**config.mk**
```make
export PLATFORM = sky130hd
export DESIGN_NAME = ansi_escape_renderer_core
export DESIGN_NICKNAME = d
export VERILOG_FILES = /design/src/hdl/aer_pkg.sv /design/src/hdl/ansi_escape_renderer_core.sv
export VERILOG_INCLUDE_DIRS = /design/src /design/src/hdl
export SDC_FILE = /design/constraint.sdc
export NUM_CORES = 1
export LEC_CHECK = 0
export ABC_AREA = 1
export BUFFER_PORTS_ARGS = -buffer_cell sky130_fd_sc_hd__buf_2
export CORE_MARGIN = 2
export CORE_UTILIZATION = 65
export DETAILED_ROUTE_END_ITERATION = 10
export PLACE_DENSITY = 0.8
export SYNTH_ARGS = -nofsm -noshare
export SYNTH_HDL_FRONTEND = slang
export SYNTH_SLANG_ARGS = --single-unit
```
**constraint.sdc**
```tcl
create_clock -name i_clk -period 24.7 [get_ports i_clk]
set_input_delay 2.47 -clock i_clk [delete_from_list [all_inputs] [get_ports i_clk]]
set_output_delay 2.47 -clock i_clk [all_outputs]
set_load 0.05 [all_outputs]
```
**src/hdl/ansi_escape_renderer_core_assert.svh**
```systemverilog
// Assertion macros for the escape renderer core
`ifndef ANSI_ESCAPE_RENDERER_CORE_ASSERT_SVH
`define ANSI_ESCAPE_RENDERER_CORE_ASSERT_SVH
`define AER_ASSERT_IMP(lbl, clk, rst_n, a, b) \
    lbl: assert property (@(posedge clk) disable iff (!rst_n) (a) |-> (b)) \
        else $error("assertion failed");
`define AER_ASSERT_NXT(lbl, clk, rst_n, a, b) \
    lbl: assert property (@(posedge clk) disable iff (!rst_n) (a) |=> (b)) \
        else $error("assertion failed");
`endif

```
**src/hdl/aer_pkg.sv**
```systemverilog
// Package: request and result types and constants for the escape renderer
package aer_pkg;
    localparam int MaxArgsDefault = 16;
    localparam logic [7:0] EscChar = 8'h1B;
    localparam logic [2:0] KindGlyph = 3'd0;
    localparam logic [2:0] KindMove = 3'd1;
    localparam logic [2:0] KindMoveLs = 3'd2;
    localparam logic [2:0] KindLsRight = 3'd3;
    localparam logic [2:0] KindSetPos = 3'd4;
    localparam logic CfgDefFg = 1'b0;
    localparam logic CfgDefBg = 1'b1;

    typedef struct packed {
        logic        req_type;
        logic [7:0]  char_code;
        logic [3:0]  palette_index;
        logic [23:0] palette_rgb;
    } t_in;

    typedef struct packed {
        logic [2:0]  out_kind;
        logic [7:0]  glyph_code;
        logic [23:0] fg_rgb;
        logic [23:0] bg_rgb;
        logic [1:0]  weight;
        logic        italic;
        logic [1:0]  underline;
        logic        strike;
        logic [1:0]  direction;
        logic [7:0]  arg_a;
        logic [7:0]  arg_b;
    } t_out;

    function automatic logic [7:0] cube_level(input logic [2:0] idx);
        cube_level = (idx == 3'd0) ? 8'd0 : 8'(8'd55 + 8'(idx) * 8'd40);
    endfunction

    function automatic logic [23:0] cube_rgb(input logic [7:0] k);
        logic [2:0] r;
        logic [2:0] g;
        logic [2:0] b;
        logic [7:0] rem;
        r = 3'(k >= 8'd36) + 3'(k >= 8'd72) + 3'(k >= 8'd108) + 3'(k >= 8'd144)
            + 3'(k >= 8'd180);
        rem = k - 8'(r) * 8'd36;
        g = 3'(rem >= 8'd6) + 3'(rem >= 8'd12) + 3'(rem >= 8'd18) + 3'(rem >= 8'd24)
            + 3'(rem >= 8'd30);
        b = 3'(rem - 8'(g) * 8'd6);
        cube_rgb = {cube_level(r), cube_level(g), cube_level(b)};
    endfunction
endpackage

```
**src/hdl/ansi_escape_renderer_core.sv**
```systemverilog
// Top level: ANSI CSI/SGR escape parser driving a glyph and cursor command stream
// Usage:
//  Input channel i_in_valid/o_in_stall carries t_in requests: text characters or
//  base palette writes. Output channel o_out_valid/i_out_stall carries t_out
//  results: glyphs with attributes or cursor commands; at most one per request.
//  Configuration writes (i_cfg_we, i_cfg_idx, i_cfg_data) set default colours;
//  the user must issue them only while the block is idle; the block does not enforce it.
//  Sequence: a text or palette request is accepted, then decoded; its
//  result shows in the output register the cycle after decode. An SGR final
//  byte walks the stored argument list one argument per cycle through one
//  shared colour/code unit, and new requests wait until the walk ends.
//  Argument memory is read one address per cycle.
//  Reset clears parser, attributes and palette; colours take the defaults.
//  While the receiver stalls, the result is held and new requests wait once
//  the output register is full.
module ansi_escape_renderer_core
    import aer_pkg::*;
#(
    parameter int MAX_ARGS = MaxArgsDefault
) (
    input  logic        i_clk,
    input  logic        i_rst_n,
    input  logic        i_in_valid,
    output logic        o_in_stall,
    input  t_in         i_in,
    output logic        o_out_valid,
    input  logic        i_out_stall,
    output t_out        o_out,
    input  logic        i_cfg_we,
    input  logic        i_cfg_idx,
    input  logic [23:0] i_cfg_data
);
    `include "ansi_escape_renderer_core_assert.svh"

    localparam int AW = $clog2(MAX_ARGS);
    localparam int CW = $clog2(MAX_ARGS + 1);

    typedef enum logic [2:0] {S_IDLE, S_DEC, S_SGR, S_MODE, S_COL, S_RGB} t_state;

    t_state r_state;
    t_in r_req;
    logic [1:0] r_mode;
    logic [7:0] r_acc;
    logic r_pres;
    logic [CW-1:0] r_cnt;
    logic [CW-1:0] r_i;
    logic [7:0] r_args [MAX_ARGS];
    logic [7:0] r_rd;
    logic [7:0] r_a0;
    logic [7:0] r_a1;
    logic [23:0] r_fg, r_bg, r_dfg, r_dbg;
    logic [1:0] r_wt, r_ul;
    logic r_it, r_st, r_sw;
    logic [23:0] r_pal [16];
    logic r_selbg;
    logic [1:0] r_rgbn;
    logic [15:0] r_rgbacc;
    logic r_ov;
    t_out r_out;

    logic [7:0] c;
    logic push, wr_en;
    logic [CW-1:0] cnt_p;
    logic [AW-1:0] rd_addr;
    assign c = r_req.char_code;
    assign push = r_pres && (r_cnt < CW'(MAX_ARGS));
    assign cnt_p = push ? r_cnt + 1'b1 : r_cnt;
    assign o_in_stall = (r_state != S_IDLE) || (r_ov && i_out_stall);
    assign o_out_valid = r_ov;
    assign o_out = r_out;

    function automatic logic [23:0] color_of(input logic [7:0] n, input logic [23:0] pe);
        logic [7:0] g;
        g = 8'((n - 8'd232) * 8'd10 + 8'd8);
        if (n < 8'd16) color_of = pe;
        else if (n < 8'd232) color_of = cube_rgb(n - 8'd16);
        else color_of = {g, g, g};
    endfunction

    logic [7:0] col_n;
    logic [7:0] a;
    logic [23:0] col;
    always_comb begin
        a = r_rd;
        col_n = 8'd0;
        if (r_state == S_COL) col_n = a;
        else if (a >= 8'd30 && a < 8'd38) col_n = a - 8'd30;
        else if (a >= 8'd40 && a < 8'd48) col_n = a - 8'd40;
        else if (a >= 8'd90 && a < 8'd98) col_n = a - 8'd82;
        else if (a >= 8'd100 && a < 8'd108) col_n = a - 8'd92;
        col = color_of(col_n, r_pal[col_n[3:0]]);
    end

    logic [7:0] arg0;
    logic [7:0] arg1;
    t_out n_out;
    logic n_ov;
    logic n_sgr;
    always_comb begin
        n_out = '0;
        n_ov = 1'b0;
        n_sgr = 1'b0;
        arg0 = (push && r_cnt == '0) ? r_acc : r_a0;
        arg1 = (push && r_cnt == CW'(1)) ? r_acc : r_a1;
        if (r_req.req_type || r_mode == 2'd1) begin
            n_ov = 1'b0;
        end else if (r_mode == 2'd2) begin
            if (!(c >= "0" && c <= "9") && !(c == " " || c == ";")) begin
                if (c == "m") begin
                    n_sgr = (cnt_p != '0);
                end else if (c >= "A" && c <= "G") begin
                    n_ov = 1'b1;
                    n_out.arg_a = (cnt_p == '0) ? 8'd1 : arg0;
                    case (c)
                        "A": begin n_out.out_kind = KindMove; n_out.direction = 2'd0; end
                        "B": begin n_out.out_kind = KindMove; n_out.direction = 2'd1; end
                        "C": begin n_out.out_kind = KindMove; n_out.direction = 2'd2; end
                        "D": begin n_out.out_kind = KindMove; n_out.direction = 2'd3; end
                        "E": begin n_out.out_kind = KindMoveLs; n_out.direction = 2'd1; end
                        "F": begin n_out.out_kind = KindMoveLs; n_out.direction = 2'd0; end
                        default: begin
                            n_out.out_kind = KindLsRight;
                            n_out.direction = 2'd2;
                        end
                    endcase
                end else if ((c == "H" || c == "f") && cnt_p > CW'(1)) begin
                    n_ov = 1'b1;
                    n_out.out_kind = KindSetPos;
                    n_out.arg_a = arg0;
                    n_out.arg_b = arg1;
                end
            end
        end else if (c != EscChar) begin
            n_ov = 1'b1;
            n_out.out_kind = KindGlyph;
            n_out.glyph_code = c;
            n_out.fg_rgb = r_fg;
            n_out.bg_rgb = r_bg;
            n_out.weight = r_wt;
            n_out.italic = r_it;
            n_out.underline = r_ul;
            n_out.strike = r_st;
        end
    end

    assign wr_en = (r_state == S_DEC) && !r_req.req_type && (r_mode == 2'd2)
        && !(c >= "0" && c <= "9") && push;
    always_comb begin
        rd_addr = AW'(r_i);
        if (r_state == S_DEC) rd_addr = '0;
        else if (r_state != S_IDLE) rd_addr = AW'(r_i + 1'b1);
    end
    always_ff @(posedge i_clk) begin
        if (wr_en) r_args[AW'(r_cnt)] <= r_acc;
        r_rd <= (wr_en && AW'(r_cnt) == rd_addr) ? r_acc : r_args[rd_addr];
    end

    always_ff @(posedge i_clk) begin
        if (!i_rst_n) begin
            r_state <= S_IDLE;
            r_mode <= 2'd0;
            r_acc <= '0;
            r_pres <= 1'b0;
            r_cnt <= '0;
            r_i <= '0;
            r_dfg <= 24'h000000;
            r_dbg <= 24'hFFFFFF;
            r_fg <= 24'h000000;
            r_bg <= 24'hFFFFFF;
            r_wt <= '0; r_ul <= '0; r_it <= 1'b0; r_st <= 1'b0; r_sw <= 1'b0;
            for (int k = 0; k < 16; k++) r_pal[k] <= '0;
            r_ov <= 1'b0;
        end else begin
            if (r_ov && !i_out_stall) r_ov <= 1'b0;
            if (i_cfg_we) begin
                if (i_cfg_idx == CfgDefFg) r_dfg <= i_cfg_data;
                else r_dbg <= i_cfg_data;
            end
            unique case (r_state)
                S_IDLE: begin
                    if (i_in_valid && !o_in_stall) begin
                        r_req <= i_in;
                        r_state <= S_DEC;
                    end
                end
                S_DEC: begin
                    r_state <= n_sgr ? S_SGR : S_IDLE;
                    r_out <= n_out;
                    if (n_ov) r_ov <= 1'b1;
                    if (r_req.req_type) begin
                        r_pal[r_req.palette_index] <= r_req.palette_rgb;
                    end else if (r_mode == 2'd1) begin
                        r_mode <= (c == "[") ? 2'd2 : 2'd0;
                        r_cnt <= '0; r_acc <= '0; r_pres <= 1'b0;
                    end else if (r_mode == 2'd2) begin
                        if (c >= "0" && c <= "9") begin
                            r_acc <= 8'(r_acc * 8'd10 + (c - "0"));
                            r_pres <= 1'b1;
                        end else begin
                            r_cnt <= cnt_p;
                            r_acc <= '0;
                            r_pres <= 1'b0;
                            if (push && r_cnt == '0) r_a0 <= r_acc;
                            if (push && r_cnt == CW'(1)) r_a1 <= r_acc;
                            if (!(c == " " || c == ";")) begin
                                r_mode <= 2'd0;
                                r_i <= '0;
                            end
                        end
                    end else if (c == EscChar) begin
                        r_mode <= 2'd1;
                    end
                end
                S_SGR: begin
                    r_i <= r_i + 1'b1;
                    if (a == 8'd38 || a == 8'd48) begin
                        r_state <= (r_i + 1'b1 >= r_cnt) ? S_IDLE : S_MODE;
                    end else if (r_i + 1'b1 >= r_cnt) begin
                        r_state <= S_IDLE;
                    end
                    case (a)
                        8'd0: begin
                            r_fg <= r_dfg; r_bg <= r_dbg;
                            r_wt <= '0; r_it <= 1'b0; r_ul <= '0; r_st <= 1'b0;
                        end
                        8'd1: r_wt <= 2'd1;
                        8'd2: r_wt <= 2'd2;
                        8'd3: r_it <= 1'b1;
                        8'd4: r_ul <= 2'd1;
                        8'd7: if (!r_sw) begin r_fg <= r_bg; r_bg <= r_fg; r_sw <= 1'b1; end
                        8'd9: r_st <= 1'b1;
                        8'd21: r_ul <= 2'd2;
                        8'd22: r_wt <= '0;
                        8'd23: r_it <= 1'b0;
                        8'd24: r_ul <= '0;
                        8'd27: if (r_sw) begin r_fg <= r_bg; r_bg <= r_fg; r_sw <= 1'b0; end
                        8'd29: r_st <= 1'b0;
                        8'd38, 8'd48: r_selbg <= (a == 8'd48);
                        8'd39: r_fg <= r_dfg;
                        8'd49: r_bg <= r_dbg;
                        default: begin
                            if ((a >= 8'd30 && a < 8'd38) || (a >= 8'd90 && a < 8'd98))
                                r_fg <= col;
                            else if ((a >= 8'd40 && a < 8'd48) || (a >= 8'd100 && a < 8'd108))
                                r_bg <= col;
                        end
                    endcase
                end
                S_MODE: begin
                    r_i <= r_i + 1'b1;
                    r_rgbn <= '0;
                    if (a == 8'd5) begin
                        r_state <= (r_i + 1'b1 >= r_cnt) ? S_IDLE : S_COL;
                    end else if (a == 8'd2) begin
                        r_state <= (r_cnt - (r_i + 1'b1) < CW'(3)) ? S_IDLE : S_RGB;
                    end else begin
                        r_state <= (r_i + 1'b1 >= r_cnt) ? S_IDLE : S_SGR;
                    end
                end
                S_COL: begin
                    r_i <= r_i + 1'b1;
                    if (r_selbg) r_bg <= col; else r_fg <= col;
                    r_state <= (r_i + 1'b1 >= r_cnt) ? S_IDLE : S_SGR;
                end
                S_RGB: begin
                    r_i <= r_i + 1'b1;
                    r_rgbn <= r_rgbn + 1'b1;
                    r_rgbacc <= {r_rgbacc[7:0], a};
                    if (r_rgbn == 2'd2) begin
                        if (r_selbg) r_bg <= {r_rgbacc, a}; else r_fg <= {r_rgbacc, a};
                        r_state <= (r_i + 1'b1 >= r_cnt) ? S_IDLE : S_SGR;
                    end
                end
                default: r_state <= S_IDLE;
            endcase
        end
    end

    `AER_ASSERT_IMP(a_busy_stall, i_clk, i_rst_n, r_state != S_IDLE, o_in_stall)
    `AER_ASSERT_NXT(a_accept_dec, i_clk, i_rst_n, i_in_valid && !o_in_stall, r_state == S_DEC)
    `AER_ASSERT_NXT(a_hold_out, i_clk, i_rst_n, o_out_valid && i_out_stall,
        o_out_valid && $stable(o_out))
    `AER_ASSERT_IMP(a_cnt_max, i_clk, i_rst_n, 1'b1, r_cnt <= CW'(MAX_ARGS))
endmodule

```
==> flow_summary.ini <==
[sta]
hold_viol_final = 0
min_period_ns = 12.00
fmax_mhz = 83.3
whs_ns = 0.446
finalWorstSetupSlack_ns = 12.70
relSlewSlack_pct = 15.6
fin_worst_skew_ns = 0.0124
rsz0062_at_grt = false
tightestPinTransition_ns = 1.26
finalSetupViolCount = 0
fin_crit_sh_pct = 48.6
fin_tns_setup_ns = 0
drv_slew = 0

[floorplanning]
dieArea_um2 = 63400
initial_core_util_pct = 65.9
die-height_um = 252
core_area_um2 = 60600
rows = 90
fp.dieW_um = 252
ios = 152

[cts]
h-tree-depth = 3
insertion_delay_ns = 0.65
clock_sinks = 799
clk_pin_slew_ns = 0.06
cts_tree = built
cts-root-buf = clkbuf_16
cts_max_path_buffers = 3
cts_buffers = 81
postCtsHoldBufs = 0
postCtsSetupBuffers = 0
cts_resized = 0

[global_route]
grt.total_usage_pct = 34.0
grt_max_degree = 102
antenna_found_initial = 2
grt_pass1_vias = 29700
grt-ovfl-total = 0
grt_first_pass_wirelength_mm = 165

[worst_setup_path]
crit_top_cell = nand2_1
crit_slowest_cell = dfxtp_1
critPathMaxFanout = 38
startpoint_type = flip-flop
endpoint_kind = flip-flop
critical_path_class = reg -> reg
r2r_setup_slack_ns = 12.70
timing.rr.end = r_bg[7]
crit_required_ns = 25.25
reg2regPathDepth = 60
critical_path_arrival_ns = 12.55
max_stage_delay_ns = 1.04

[logic_synthesis]
synth_edf_count = 667
synth_seq_cells = 799
synth_flop_cell = edfxtp_1
yosysWarnings = 0
async_flop_share_pct = 0
synth.largest_area_cell = edfxtp_1
yosysTopAreaCellShare_pct = 50.2
ys_types = 58
ys_seq_area_share_pct = 56.8
synth.net_count = 4716
synthCells = 4561
netlist_top_cells_area = edfxtp_1 (50%), nand2_1 (11%), dfxtp_1 (6.6%)
synth_area_um2 = 39900
synth_area_per_cell_um2 = 8.75

[detailed_routing]
first_pass_iters = 6
drcViolationCount = 0
antenna_left = 0
wire_per_inst_um = 20.0
drt-total-wl_mm = 109
drt_iter0_markers = 4406
avgViaCountPerCell = 5.90
dr_total_vias = 32100

[cells_and_area]
nets = 4759
final_cell_mix = nand2_1 (1,142), nor2_1 (692), edfxtp_1 (667)
finalNonFillerCells = 5449
n_antenna_cell = 0
drive_above_1_share_pct = 8.21
area_delta_synth_final_pct = 9.14
final_common_cell = nand2_1

[power]
finalPower_uw = 6030
powerDensity_nw_per_um2 = 138
p_leak_uw = 0.0192
power.switching_uw = 2650
sequentialPowerShare_pct = 25.0
irDropWorstVdd_mv = 0.571
clkPwrFrac_pct = 20.2
internal_power_uw = 3390
sw_frac_of_total_pct = 43.9
p_comb_share_pct = 54.8

[worst_hold_path]
hold_start = r_rgbacc[6]
hp-class = reg -> reg
holdPathEnd = r_rgbacc[14]
hold_depth = 0

[run]
maxCapViolCount = 0

[status]
status = finished clean

[placed_design]
dp_slack_ns = 12.91
dp_cells = 5303
dp_hpwl_mm = 68.8
place_congestion = 0.982
port_buffers = 151
## stage by stage
| stage | instance area [um2] | utilization [%] |
|---|---|---|
| finish | 43600 | 71.9 |
| global route | 43600 | 71.9 |
| CTS | 43600 | 71.9 |
| detailed placement | 41000 | 67.6 |
| global placement | 41000 | 67.6 |
| floorplan | 39900 | - |
## worst max-delay path by stage
stage,from,to,cells past startpoint
detailed placement,flip-flop,r_bg[7],60
global route,flip-flop,r_bg[7],60
global placement,flip-flop,r_bg[7],60
finish,flip-flop,r_bg[7],60
CTS,flip-flop,r_bg[7],60
floorplan,flip-flop,r_bg[7],64
## cells in the mapped netlist, types with 12 or more instances
cell type     n
inv_2        26
nor2_1      696
buf_4        16
clkbuf_1    153
nand2_1    1143
o21ai_1      31
nand3_1     292
o221ai_1     25
ha_1         75
inv_1       544
dfxtp_1     132
nand3b_1     14
nor3_1       22
a21oi_1     175
o21ai_0     218
buf_2        59
o211ai_1    105
edfxtp_1    667
xor2_1       31
nand4_1      12
fa_1         13
## layer usage
layer,track usage (%),up-vias,routed length (um)
met5,0,-,27
met4,16.9,4,5570
met3,6.36,305,11400
met2,54.4,1846,50300
met1,45.0,15000,41600
li1,-,15000,-
## logic make-up after synthesis
family / Yosys count / synth area share (%)
adders and majority gates: 88 / 3.00
DFF: 799 / 56.8
and+or+nand+nor: 2212 / 22.3
AOI/OAI and AO/OA: 603 / 8.81
buffers and inverters: 818 / 8.23
xor gates and xnor gates: 41 / 0.899
## sequential cells by signal (all words and copies together), names as in the netlist, 2 cells and up, named ones only
register	count
c	8
o_out	83
r_a0	8
r_a1	8
r_acc	8
r_args	128
r_bg	24
r_cnt	5
r_dbg	24
r_dfg	24
r_fg	24
r_i	5
r_mode	2
r_pal	384
r_req	29
r_rgbacc	16
r_rgbn	2
r_state	3
r_ul	2
r_wt	2
## area by class of cell
cell class | count | area, um2
inverters | 573 | 2150
fillers | 4602 | 17000
clock buffers | 102 | 2170
repair buffers | 205 | 1160
clock inverters | 44 | 439
well taps | 782 | 978
multi-input cells | 2944 | 14000
flip-flops and latches | 799 | 22700
## critical path: cells and delay by family, from the launching register on
kind / cells / cell delay (ns)
AO/OA/AOI/OAI: 9 / 1.32
XOR/XNOR: 5 / 0.99
adder cells (fa/ha/maj): 12 / 4.11
buffers and inverters: 9 / 1.71
flip-flops: 1 / 1.04
AND/OR/NAND/NOR: 25 / 2.71
## power groups by stage
stage                     clock network (uW)  logic [uW]  registers [uW]
after global placement                     0        3160            1530
after floorplan                            0        2540            1550
after global routing                    1270        3810            1510
after CTS                               1220        3210            1510
final                                   1220        3310            1510
after detailed placement                   0        3160            1530
No activity file was read; power rests on OpenSTA's default activity.
